### config.mk
export PLATFORM = sky130hd
export DESIGN_NAME = mp3_side_info_parser
export DESIGN_NICKNAME = d
export VERILOG_FILES = /design/src/rtl/mpsi_pkg.sv /design/src/rtl/mp3_side_info_parser.sv /design/src/rtl/mpsi_queue.sv /design/src/rtl/mpsi_extract.sv
export VERILOG_INCLUDE_DIRS = /design/src /design/src/rtl
export SDC_FILE = /design/constraint.sdc
export NUM_CORES = 1
export LEC_CHECK = 0
export BUFFER_PORTS_ARGS = -buffer_cell sky130_fd_sc_hd__buf_2
export CAP_MARGIN = 25
export CORE_UTILIZATION = 50
export DETAILED_ROUTE_END_ITERATION = 8
export PLACE_DENSITY = 0.65
export SLEW_MARGIN = 20
export SYNTH_ARGS = -nofsm -noshare
export SYNTH_HDL_FRONTEND = slang
export SYNTH_SLANG_ARGS = --single-unit
### constraint.sdc
create_clock -name clk -period 13.7 [get_ports clk]
set_clock_uncertainty 0.15 [all_clocks]
set_input_delay 0.685 -clock clk [delete_from_list [all_inputs] [get_ports clk]]
set_output_delay 0.685 -clock clk [all_outputs]
set_load 0.05 [all_outputs]
### src/rtl/mp3_side_info_parser_assert.svh
// Assertion macros used by the side-information parser's extractor module.
`ifndef MP3_SIDE_INFO_PARSER_ASSERT_SVH
`define MP3_SIDE_INFO_PARSER_ASSERT_SVH
`ifndef NO_ASSERTIONS
`define MPSI_ASSERT_RST(label, clk, rst, prop) \
  label: assert property (@(posedge clk) disable iff (rst) prop) \
    else $error("side-information parser check failed");
`define MPSI_ASSERT_ALWAYS(label, clk, prop) \
  label: assert property (@(posedge clk) prop) \
    else $error("side-information parser check failed");
`else
`define MPSI_ASSERT_RST(label, clk, rst, prop)
`define MPSI_ASSERT_ALWAYS(label, clk, prop)
`endif
`endif

### src/rtl/mpsi_pkg.sv
// Types, field codes and the field width table of the side-information parser.
package mpsi_pkg;

  typedef struct packed {
    logic [7:0] byte_in;
    logic       frame_start;
    logic       mono;
  } in_item_t;

  typedef struct packed {
    logic [3:0]  field_code;
    logic        granule;
    logic        channel;
    logic [1:0]  slot;
    logic [11:0] value;
    logic        last_of_item;
    logic        frame_done;
  } out_item_t;

  localparam logic [3:0] FC_MAIN_DATA_BEGIN   = 4'd0;
  localparam logic [3:0] FC_SCFSI             = 4'd1;
  localparam logic [3:0] FC_PART2_3_LENGTH    = 4'd2;
  localparam logic [3:0] FC_BIG_VALUES        = 4'd3;
  localparam logic [3:0] FC_GLOBAL_GAIN       = 4'd4;
  localparam logic [3:0] FC_SCALEFAC_COMPRESS = 4'd5;
  localparam logic [3:0] FC_WINDOW_SWITCHING  = 4'd6;
  localparam logic [3:0] FC_BLOCK_TYPE        = 4'd7;
  localparam logic [3:0] FC_MIXED             = 4'd8;
  localparam logic [3:0] FC_TABLE_SELECT      = 4'd9;
  localparam logic [3:0] FC_SUBBLOCK_GAIN     = 4'd10;
  localparam logic [3:0] FC_REGION0           = 4'd11;
  localparam logic [3:0] FC_REGION1           = 4'd12;
  localparam logic [3:0] FC_PREFLAG           = 4'd13;
  localparam logic [3:0] FC_SCALEFAC_SCALE    = 4'd14;
  localparam logic [3:0] FC_COUNT1TABLE       = 4'd15;

  // Results that one byte may produce at most.
  localparam logic [3:0] MAX_RESULTS = 4'd8;

  typedef enum logic [4:0] {
    ST_MDB, ST_PRIV, ST_SCFSI, ST_P23, ST_BIGV, ST_GGAIN, ST_SFC, ST_WS,
    ST_BT, ST_MIXED, ST_TSEL, ST_SBG, ST_R0, ST_R1, ST_PRE, ST_SFS, ST_C1T
  } step_t;

  function automatic logic [3:0] step_width(input step_t step, input logic mono);
    logic [3:0] w;
    case (step)
      ST_MDB:   w = 4'd9;
      ST_PRIV:  w = mono ? 4'd5 : 4'd3;
      ST_SCFSI: w = 4'd4;
      ST_P23:   w = 4'd12;
      ST_BIGV:  w = 4'd9;
      ST_GGAIN: w = 4'd8;
      ST_SFC:   w = 4'd4;
      ST_WS:    w = 4'd1;
      ST_BT:    w = 4'd2;
      ST_MIXED: w = 4'd1;
      ST_TSEL:  w = 4'd5;
      ST_SBG:   w = 4'd3;
      ST_R0:    w = 4'd4;
      ST_R1:    w = 4'd3;
      ST_PRE:   w = 4'd1;
      ST_SFS:   w = 4'd1;
      ST_C1T:   w = 4'd1;
      default:  w = 4'd0;
    endcase
    return w;
  endfunction

endpackage

### src/rtl/mp3_side_info_parser.sv
// Top level of the MPEG-1 Layer III side-information field parser.
// The parser takes side-information bytes, most significant bit first, and
// returns every field that each byte completes, tagged with its code, granule,
// channel and slot; the private bits are skipped, and bytes outside a frame
// are dropped. A byte with frame_start high restarts parsing and latches mono.
// Bytes enter an input queue; the extractor behind it loads one byte and
// pulls out one field per cycle while the output queue is not full, the
// skipped private bits counting as one field; it loads the next byte only
// when the current one can yield no further field. The single field
// extractor, with its shift and compare on the bit accumulator, sets this
// rate. Fields are held back one step so that last_of_item can be marked,
// then pass through an output queue; a full output queue stalls the
// extractor but the input queue keeps taking items until it fills.
module mp3_side_info_parser #(
  parameter int IN_DEPTH  = 4,
  parameter int OUT_DEPTH = 4
) (
  input  logic                clk,
  input  logic                rst,
  input  logic                push,
  output logic                full,
  input  mpsi_pkg::in_item_t  byte_item,
  output logic                empty,
  input  logic                pop,
  output mpsi_pkg::out_item_t field_item
);
  import mpsi_pkg::*;

  in_item_t  q_item;
  logic      q_valid;
  logic      q_pop;
  logic      res_wr;
  logic      res_full;
  out_item_t res_item;
  logic      out_valid;

  // Front: input queue that accepts bytes independently of the extractor.
  mpsi_queue #(
    .DEPTH  (IN_DEPTH),
    .item_t (in_item_t)
  ) u_front (
    .clk      (clk),
    .rst      (rst),
    .wr       (push),
    .full     (full),
    .wr_item  (byte_item),
    .rd_valid (q_valid),
    .rd       (q_pop),
    .rd_item  (q_item)
  );

  // Back: bit accumulator and field sequencer.
  mpsi_extract u_extract (
    .clk      (clk),
    .rst      (rst),
    .in_valid (q_valid),
    .in_item  (q_item),
    .in_pop   (q_pop),
    .res_wr   (res_wr),
    .res_item (res_item),
    .res_full (res_full)
  );

  // Result queue; the oldest field is presented while empty is low.
  mpsi_queue #(
    .DEPTH  (OUT_DEPTH),
    .item_t (out_item_t)
  ) u_results (
    .clk      (clk),
    .rst      (rst),
    .wr       (res_wr),
    .full     (res_full),
    .wr_item  (res_item),
    .rd_valid (out_valid),
    .rd       (pop),
    .rd_item  (field_item)
  );

  assign empty = !out_valid;

endmodule

### src/rtl/mpsi_queue.sv
// Small first-in first-out queue of flip-flops, used on both sides of the extractor.
module mpsi_queue #(
  parameter int DEPTH = 4,
  parameter type item_t = logic [7:0]
) (
  input  logic  clk,
  input  logic  rst,
  input  logic  wr,
  output logic  full,
  input  item_t wr_item,
  output logic  rd_valid,
  input  logic  rd,
  output item_t rd_item
);

  localparam int PTR_W = (DEPTH > 1) ? $clog2(DEPTH) : 1;
  localparam int CNT_W = $clog2(DEPTH + 1);

  item_t            mem [DEPTH];
  logic [PTR_W-1:0] wr_ptr;
  logic [PTR_W-1:0] rd_ptr;
  logic [CNT_W-1:0] count;
  logic             do_wr;
  logic             do_rd;

  assign full     = (count == CNT_W'(DEPTH));
  assign rd_valid = (count != '0);
  assign rd_item  = mem[rd_ptr];
  assign do_wr    = wr && !full;
  assign do_rd    = rd && rd_valid;

  always_ff @(posedge clk) begin
    if (rst) begin
      wr_ptr <= '0;
      rd_ptr <= '0;
      count  <= '0;
    end else begin
      if (do_wr) begin
        wr_ptr <= (wr_ptr == PTR_W'(DEPTH - 1)) ? '0 : wr_ptr + 1'b1;
      end
      if (do_rd) begin
        rd_ptr <= (rd_ptr == PTR_W'(DEPTH - 1)) ? '0 : rd_ptr + 1'b1;
      end
      if (do_wr && !do_rd) begin
        count <= count + 1'b1;
      end else if (do_rd && !do_wr) begin
        count <= count - 1'b1;
      end
    end
  end

  always_ff @(posedge clk) begin
    if (do_wr) begin
      mem[wr_ptr] <= wr_item;
    end
  end

endmodule

### src/rtl/mpsi_extract.sv
// Bit accumulator and field sequencer: takes bytes, yields one field per cycle while res_full is low.
`include "mp3_side_info_parser_assert.svh"

module mpsi_extract (
  input  logic                clk,
  input  logic                rst,
  input  logic                in_valid,
  input  mpsi_pkg::in_item_t  in_item,
  output logic                in_pop,
  output logic                res_wr,
  output mpsi_pkg::out_item_t res_item,
  input  logic                res_full
);
  import mpsi_pkg::*;

  // Sequencer state.
  logic [19:0] acc;
  logic [4:0]  held;
  step_t       step;
  logic        gr;
  logic        ch;
  logic [1:0]  sl;
  logic        sw;
  logic        mono_l;
  logic        active;
  logic        busy;
  logic [3:0]  cnt;
  logic        pend_valid;
  out_item_t   pend;

  // Next values.
  logic [19:0] acc_next;
  logic [4:0]  held_next;
  step_t       step_next;
  logic        gr_next;
  logic        ch_next;
  logic [1:0]  sl_next;
  logic        sw_next;
  logic        mono_l_next;
  logic        active_next;
  logic        busy_next;
  logic [3:0]  cnt_next;
  logic        pend_valid_next;

  // State as seen by the extractor this cycle, after any byte is loaded.
  logic [19:0] v_acc;
  logic [4:0]  v_held;
  step_t       v_step;
  logic        v_gr;
  logic        v_ch;
  logic [1:0]  v_sl;
  logic        v_sw;
  logic        v_mono;
  logic        v_active;
  logic [3:0]  v_cnt;

  logic        advance;
  logic [3:0]  n_cur;
  logic [3:0]  n_v;
  logic        can_cur;
  logic        kill;
  logic        load;
  logic        close;
  logic        do_ext;
  logic        emit;
  logic [4:0]  rem;
  logic [19:0] shifted;
  logic [11:0] fval;
  out_item_t   r;

  assign advance = !res_full;
  assign n_cur   = step_width(step, mono_l);
  assign can_cur = advance && busy && active && (n_cur != 4'd0) &&
                   (held >= {1'b0, n_cur}) && (cnt != MAX_RESULTS);
  assign kill    = advance && busy && active && (n_cur == 4'd0);
  assign load    = advance && !can_cur && in_valid;
  assign close   = advance && busy && !can_cur;
  assign in_pop  = load;

  // Clear the view on an invalid step, then load the next byte into it, applying a frame start first.
  always_comb begin
    v_acc    = acc;
    v_held   = held;
    v_step   = step;
    v_gr     = gr;
    v_ch     = ch;
    v_sl     = sl;
    v_sw     = sw;
    v_mono   = mono_l;
    v_active = active;
    v_cnt    = cnt;
    if (kill) begin
      v_acc    = '0;
      v_held   = '0;
      v_step   = ST_MDB;
      v_gr     = 1'b0;
      v_ch     = 1'b0;
      v_sl     = '0;
      v_sw     = 1'b0;
      v_active = 1'b0;
    end
    if (load) begin
      v_cnt = '0;
      if (in_item.frame_start) begin
        v_acc    = '0;
        v_held   = '0;
        v_step   = ST_MDB;
        v_gr     = 1'b0;
        v_ch     = 1'b0;
        v_sl     = '0;
        v_sw     = 1'b0;
        v_mono   = in_item.mono;
        v_active = 1'b1;
      end
      if (v_active) begin
        v_acc  = {v_acc[11:0], in_item.byte_in};
        v_held = v_held + 5'd8;
      end
    end
  end

  assign n_v    = step_width(v_step, v_mono);
  assign do_ext = can_cur ||
                  (load && v_active && (n_v != 4'd0) && (v_held >= {1'b0, n_v}));
  assign rem     = v_held - {1'b0, n_v};
  assign shifted = v_acc >> rem;
  assign fval    = shifted[11:0] & ((12'd1 << n_v) - 12'd1);

  // Field sequencer.
  always_comb begin
    acc_next    = v_acc;
    held_next   = v_held;
    step_next   = v_step;
    gr_next     = v_gr;
    ch_next     = v_ch;
    sl_next     = v_sl;
    sw_next     = v_sw;
    mono_l_next = v_mono;
    active_next = v_active;
    emit        = 1'b0;
    r           = '0;
    r.granule   = v_gr;
    r.channel   = v_ch;
    r.value     = fval;
    if (do_ext) begin
      held_next = rem;
      acc_next  = v_acc & ((20'd1 << rem) - 20'd1);
      emit      = 1'b1;
      case (v_step)
        ST_MDB: begin
          r.field_code = FC_MAIN_DATA_BEGIN;
          r.granule    = 1'b0;
          r.channel    = 1'b0;
          step_next    = ST_PRIV;
        end
        ST_PRIV: begin
          emit      = 1'b0;
          ch_next   = 1'b0;
          step_next = ST_SCFSI;
        end
        ST_SCFSI: begin
          r.field_code = FC_SCFSI;
          r.granule    = 1'b0;
          if (v_mono || v_ch) begin
            ch_next   = 1'b0;
            gr_next   = 1'b0;
            step_next = ST_P23;
          end else begin
            ch_next = 1'b1;
          end
        end
        ST_P23: begin
          r.field_code = FC_PART2_3_LENGTH;
          step_next    = ST_BIGV;
        end
        ST_BIGV: begin
          r.field_code = FC_BIG_VALUES;
          step_next    = ST_GGAIN;
        end
        ST_GGAIN: begin
          r.field_code = FC_GLOBAL_GAIN;
          step_next    = ST_SFC;
        end
        ST_SFC: begin
          r.field_code = FC_SCALEFAC_COMPRESS;
          step_next    = ST_WS;
        end
        ST_WS: begin
          r.field_code = FC_WINDOW_SWITCHING;
          sw_next      = fval[0];
          sl_next      = '0;
          step_next    = fval[0] ? ST_BT : ST_TSEL;
        end
        ST_BT: begin
          r.field_code = FC_BLOCK_TYPE;
          step_next    = ST_MIXED;
        end
        ST_MIXED: begin
          r.field_code = FC_MIXED;
          step_next    = ST_TSEL;
        end
        ST_TSEL: begin
          r.field_code = FC_TABLE_SELECT;
          r.slot       = v_sl;
          if (v_sw ? (v_sl == 2'd0) : (v_sl < 2'd2)) begin
            sl_next = v_sl + 2'd1;
          end else begin
            sl_next   = '0;
            step_next = v_sw ? ST_SBG : ST_R0;
          end
        end
        ST_SBG: begin
          r.field_code = FC_SUBBLOCK_GAIN;
          r.slot       = v_sl;
          if (v_sl < 2'd2) begin
            sl_next = v_sl + 2'd1;
          end else begin
            sl_next   = '0;
            step_next = ST_PRE;
          end
        end
        ST_R0: begin
          r.field_code = FC_REGION0;
          step_next    = ST_R1;
        end
        ST_R1: begin
          r.field_code = FC_REGION1;
          step_next    = ST_PRE;
        end
        ST_PRE: begin
          r.field_code = FC_PREFLAG;
          step_next    = ST_SFS;
        end
        ST_SFS: begin
          r.field_code = FC_SCALEFAC_SCALE;
          step_next    = ST_C1T;
        end
        ST_C1T: begin
          r.field_code = FC_COUNT1TABLE;
          if (!v_mono && !v_ch) begin
            ch_next   = 1'b1;
            step_next = ST_P23;
          end else if (!v_gr) begin
            ch_next   = 1'b0;
            gr_next   = 1'b1;
            step_next = ST_P23;
          end else begin
            // End of the frame's side information; what is left is dropped.
            r.frame_done = 1'b1;
            acc_next     = '0;
            held_next    = '0;
            step_next    = ST_MDB;
            gr_next      = 1'b0;
            ch_next      = 1'b0;
            sl_next      = '0;
            sw_next      = 1'b0;
            active_next  = 1'b0;
          end
        end
        default: begin
          emit        = 1'b0;
          acc_next    = '0;
          held_next   = '0;
          step_next   = ST_MDB;
          gr_next     = 1'b0;
          ch_next     = 1'b0;
          sl_next     = '0;
          sw_next     = 1'b0;
          active_next = 1'b0;
        end
      endcase
    end
  end

  // The newest field waits in pend until it is known whether it is the last of its byte.
  assign res_wr          = pend_valid && (close || (do_ext && emit));
  assign pend_valid_next = (do_ext && emit) ? 1'b1 : (close ? 1'b0 : pend_valid);
  assign cnt_next        = v_cnt + {3'd0, emit};
  assign busy_next       = load ? v_active : (close ? 1'b0 : busy);

  always_comb begin
    res_item              = pend;
    res_item.last_of_item = close;
  end

  always_ff @(posedge clk) begin
    if (rst) begin
      acc        <= '0;
      held       <= '0;
      step       <= ST_MDB;
      gr         <= 1'b0;
      ch         <= 1'b0;
      sl         <= '0;
      sw         <= 1'b0;
      mono_l     <= 1'b0;
      active     <= 1'b0;
      busy       <= 1'b0;
      cnt        <= '0;
      pend_valid <= 1'b0;
    end else if (advance) begin
      acc        <= acc_next;
      held       <= held_next;
      step       <= step_next;
      gr         <= gr_next;
      ch         <= ch_next;
      sl         <= sl_next;
      sw         <= sw_next;
      mono_l     <= mono_l_next;
      active     <= active_next;
      busy       <= busy_next;
      cnt        <= cnt_next;
      pend_valid <= pend_valid_next;
    end
  end

  always_ff @(posedge clk) begin
    if (do_ext && emit) begin
      pend <= r;
    end
  end

  `MPSI_ASSERT_RST(a_no_write_when_full, clk, rst, res_wr |-> !res_full)
  `MPSI_ASSERT_RST(a_pop_only_after_byte, clk, rst, in_pop |-> !can_cur)
  `MPSI_ASSERT_RST(a_done_ends_frame, clk, rst, (do_ext && emit && r.frame_done) |=> !active)
  `MPSI_ASSERT_ALWAYS(a_held_fits, clk, rst || (held <= 5'd19))

endmodule

==> qor_table.md <==
| Parameter | This run | Unit |
| --- | --- | --- |
| Achievable frequency | 0.125 | GHz |
| Failing checks | DRC | - |
| Via count of the first global-routing pass | 7842 | - |
| Kind of end point of the critical path | flop | - |
| Area of all placed cells without fillers | 0.0125 | mm^2 |
| Number of nets at the end of the flow | 1073 | - |
| Total core area | 0.0220 | mm^2 |
| Total via count in the routed design | 8365 | - |
| Syn Nets | 1061 | - |
| Clock sink count | 210 | - |
| Cell at the root of the clock tree | sky130_fd_sc_hd__clkbuf_16 | - |
| Path type of the worst min-delay path | in2reg | - |
| Smallest setup slack after layout | 5.72 | ns |
| Number of primary I/O pins | 38 | - |
| Placed Instance Area | 0.0117 | mm^2 |
| Post-CTS Setup Bufs | 0 | - |
| Number of antenna repair diodes | 0 | - |
| Worst-path cell with the longest stage delay | sky130_fd_sc_hd__dfxtp_1 | - |
| Simple-Gate Fraction of Synth Area | 14.1 | % |
| Number of clock buffers inserted by TritonCTS | 23 | - |
| Die Footprint | 0.0232 | mm^2 |
| HP Start | byte_item[4] | - |
| Die Span X | 152 | um |
| Total congestion overflow after global routing | 0 | - |
| Routed length per placed instance | 20.6 | um |
| Initial antenna violation count | 0 | - |
| Drt first pass iters | 8 | - |
| Number of buffers added to fix hold violations after cts | 0 | - |
| Sequential fraction of the synthesis area | 50.4 | % |
| Worst supply voltage drop on vdd | 242 | uV |
| Final RePlAce weighted congestion | 0.950 | - |
| Adder-cell area share of the yosys netlist | 3.74 | % |
| Total Wirelength | 27.3 | mm |
| Worst hold margin | 0.216 | ns |
| Share of post-route cells with drive strength above 1 | 16.4 | % |
| Initial standard-cell utilization of the core | 51.3 | % |
| Netlist area before placement | 0.0113 | mm^2 |
| WS Path Type | reg2reg | - |
| Outcome | finished with violations | - |
| Finish-stage setup viols | 0 | - |
| DRC | 3 | - |
| Slew at the pin with the worst max-slew slack | 1.09 | ns |
| Synthesis-stage register bit count | 210 | - |
| IO buf count | 37 | - |
| Most used cell, CP | sky130_fd_sc_hd__a21oi_1 | - |
| Depth of the CTS H-tree | 1 | - |
| Maximum clock insertion buffer count | 3 | - |
| Worst Setup SP | u_extract.step[2]$_SDFFE_PP0N_ | - |
| Setup_tns | 0 | ns |
| TritonCTS clock tree | built | - |
| Post-synthesis async set-or-reset flop share | 0 | % |
| DP Worst Slack | 5.95 | ns |
| Clock latency on the worst-skew pair | 0.54 | ns |
| Number of nets still failing antenna checks after routing | 0 | - |
| Min cycle time layout | 7.98 | ns |
| Instance count of the mapped netlist | 1015 | - |
| Area growth from synthesis to final layout | 10.4 | % |
| Avg Vias per Cell | 6.32 | - |
| Power density over the cells | 241 | mW/mm^2 |
| Clk slew on worst S/H paths | 0.06 | ns |
| Headroom to the max-slew limit | 27.4 | % |
| Kind of start point of the critical path | flop | - |
| Number of distinct library cells after synthesis | 91 | - |
| Final Hold Viols | 0 | - |
| Final cycle utilization of the critical path | 58.3 | % |
| HPWL Detailed | 18.3 | mm |
| Overall die height | 152 | um |
| Placement row count | 54 | - |
| Delay of the slowest cell on the worst path | 0.94 | ns |
| Highest net fanout along the worst path | 27 | - |
| Most frequently used flop master after synthesis | sky130_fd_sc_hd__edfxtp_1 | - |
| All-layer global routing usage | 23.5 | % |
| Mux contribution to synthesized area | 9.74 | % |
| Largest family of logic cells by synthesized area | compound AO/OA/AOI/OAI gates | - |
| Parity-gate share of the synthesized area counting xor and xnor cells | 1.40 | % |
| Wire length of the first global-routing pass | 43.1 | mm |
| Data arrival at the endpoint of the critical path | 8.31 | ns |
| Post-synthesis compound-gate area fraction | 16.8 | % |
| EDFF count, synth | 149 | - |
| Pins over their slew limit | 0 | - |
| Post-synthesis area per instance | 11.1 | um^2 |
| Starting DRT DRC Count | 832 | - |
| Overall power of the completed layout | 3.01 | mW |
| Reg-to-Reg Start | u_extract.step[2]$_SDFFE_PP0N_ | - |
| Post-cts repair resize count | 0 | - |
| Static leakage | 4.27 | nW |
| Largest net degree at the start of global routing | 44 | - |
| Worst EP required | 14.02 | ns |
| Maximum Capacitance Violations | 0 | - |
| RSZ-0062 raised after global routing | false | - |
| Total number of yosys warnings | 0 | - |
==> flip-flops by register name, summed over array words and instances, names as in the netlist, 2 cells and up, named ones only <==
| register | count |
|---|---|
| u_extract.held | 5 |
| u_results.rd_ptr | 2 |
| u_extract.res_item | 21 |
| u_extract.sl | 2 |
| u_results.wr_ptr | 2 |
| u_extract.step | 5 |
| u_front.count | 3 |
| u_front.wr_ptr | 2 |
| u_results.mem | 88 |
| u_results.count | 3 |
| u_front.mem | 40 |
| u_extract.acc | 20 |
| u_front.rd_ptr | 2 |
| u_extract.cnt | 4 |
==> per-stage QoR <==
stage          std cells  util, %
3_3_place_gp        1281     53.1
2_1_floorplan       1015        -
4_1_cts             1324     56.6
6_report            1324     56.6
5_1_grt             1324     56.6
3_5_place_dp        1282     53.1
==> critical path, delay by kind of cell, from the launching register on <==
family          cells  cell delay [ns]
compound gates     11             2.60
fa+ha+maj           3             0.94
buf+inv             2             0.43
flops               1             0.94
mux                 1             0.36
simple gates       11             2.47
==> placed cells by master (no fill, tap or decap), types with 4 or more instances in the layout <==
cell type,count
sky130_fd_sc_hd__nand2_1,84
sky130_fd_sc_hd__a31oi_1,7
sky130_fd_sc_hd__a22o_1,19
sky130_fd_sc_hd__buf_4,24
sky130_fd_sc_hd__mux2i_1,22
sky130_fd_sc_hd__a221o_1,4
sky130_fd_sc_hd__clkbuf_16,23
sky130_fd_sc_hd__or3_1,11
sky130_fd_sc_hd__nand4_1,4
sky130_fd_sc_hd__a22oi_1,8
sky130_fd_sc_hd__nand3_1,22
sky130_fd_sc_hd__nor3_1,31
sky130_fd_sc_hd__nor2b_1,11
sky130_fd_sc_hd__a21oi_1,69
sky130_fd_sc_hd__o21ai_1,21
sky130_fd_sc_hd__and2_1,17
sky130_fd_sc_hd__clkinv_1,6
sky130_fd_sc_hd__o21ai_0,42
sky130_fd_sc_hd__o22ai_1,8
sky130_fd_sc_hd__a21o_1,5
sky130_fd_sc_hd__nand2b_1,12
sky130_fd_sc_hd__o31ai_1,5
sky130_fd_sc_hd__o32ai_1,5
sky130_fd_sc_hd__dfxtp_1,61
sky130_fd_sc_hd__ha_1,29
sky130_fd_sc_hd__o211ai_1,12
sky130_fd_sc_hd__clkbuf_1,6
sky130_fd_sc_hd__edfxtp_1,149
sky130_fd_sc_hd__xor2_1,8
sky130_fd_sc_hd__mux2_2,5
sky130_fd_sc_hd__or2_2,4
sky130_fd_sc_hd__nor2_1,91
sky130_fd_sc_hd__a32o_1,11
sky130_fd_sc_hd__o21a_1,6
sky130_fd_sc_hd__inv_1,18
sky130_fd_sc_hd__xnor2_1,9
sky130_fd_sc_hd__buf_2,37
sky130_fd_sc_hd__and3_1,14
sky130_fd_sc_hd__mux4_2,36
==> power by group <==
| group | switching (mW) | total [mW] | internal [mW] | leakage (nW) |
|---|---|---|---|---|
| clock network | 0.254 | 0.629 | 0.375 | 0.369 |
| logic | 1.03 | 1.53 | 0.505 | 2.06 |
| registers | 0.0697 | 0.848 | 0.778 | 1.84 |
==> synth_stat cells, drive strengths merged (6+ instances only) <==
cell | instances | area share [%]
ha | 29 | 3.2
buf | 24 | 1.3
and2 | 17 | 0.94
nor2 | 93 | 3.2
mux2i | 23 | 2.1
nand2 | 85 | 2.8
a22oi | 8 | 0.53
nor3 | 34 | 1.6
a32o | 11 | 0.97
o21ai | 66 | 3.0
or3 | 11 | 0.61
o22ai | 8 | 0.44
edfxtp | 149 | 40
nand3 | 22 | 0.97
mux4 | 36 | 7.2
a31oi | 8 | 0.58
inv | 20 | 0.66
nand2b | 13 | 0.74
dfxtp | 61 | 11
o21a | 6 | 0.40
a22o | 19 | 1.5
xnor2 | 9 | 0.70
and3 | 14 | 0.77
a21oi | 69 | 3.1
o211ai | 12 | 0.80
clkbuf | 51 | 1.7
nor2b | 11 | 0.61
xor2 | 9 | 0.70
o32ai | 7 | 0.68
==> path summary, 6_finish.rpt <==
kind,endpoint,slack [ns],cells past startpoint
max,u_extract.acc[6]$_SDFFE_PP0N_,5.72,28
min reg2reg,u_extract.cnt[0]$_SDFFE_PP0N_,0.32,2
max reg2reg,u_extract.acc[6]$_SDFFE_PP0N_,5.72,28
min,u_front.mem[3][4]$_DFFE_PP_,0.22,1
==> area by class of cell <==
cell class	count	area (um^2)
multi-input cells	708	5200
clock buffers	30	612
flip-flops and latches	210	5700
clock inverters	12	155
well taps	280	350
repair buffers	62	380
fillers	1861	9550
inverters	22	82.6
==> logic make-up after synthesis <==
kind of cell,Yosys count
simple gates,323
compound gates,271
flops,210
buf+inv,97
mux,64
fa+ha+maj,32
xor+xnor,18
==> metal layers <==
metal,track usage (%),vias to the layer above,share of wire [%]
met5,0,-,0
met4,10.4,0,4.3
met3,3.61,86,6.7
met2,37.1,354,45
met1,32.2,4022,44
li1,-,3903,-
No activity file was read; power rests on OpenSTA's default activity.
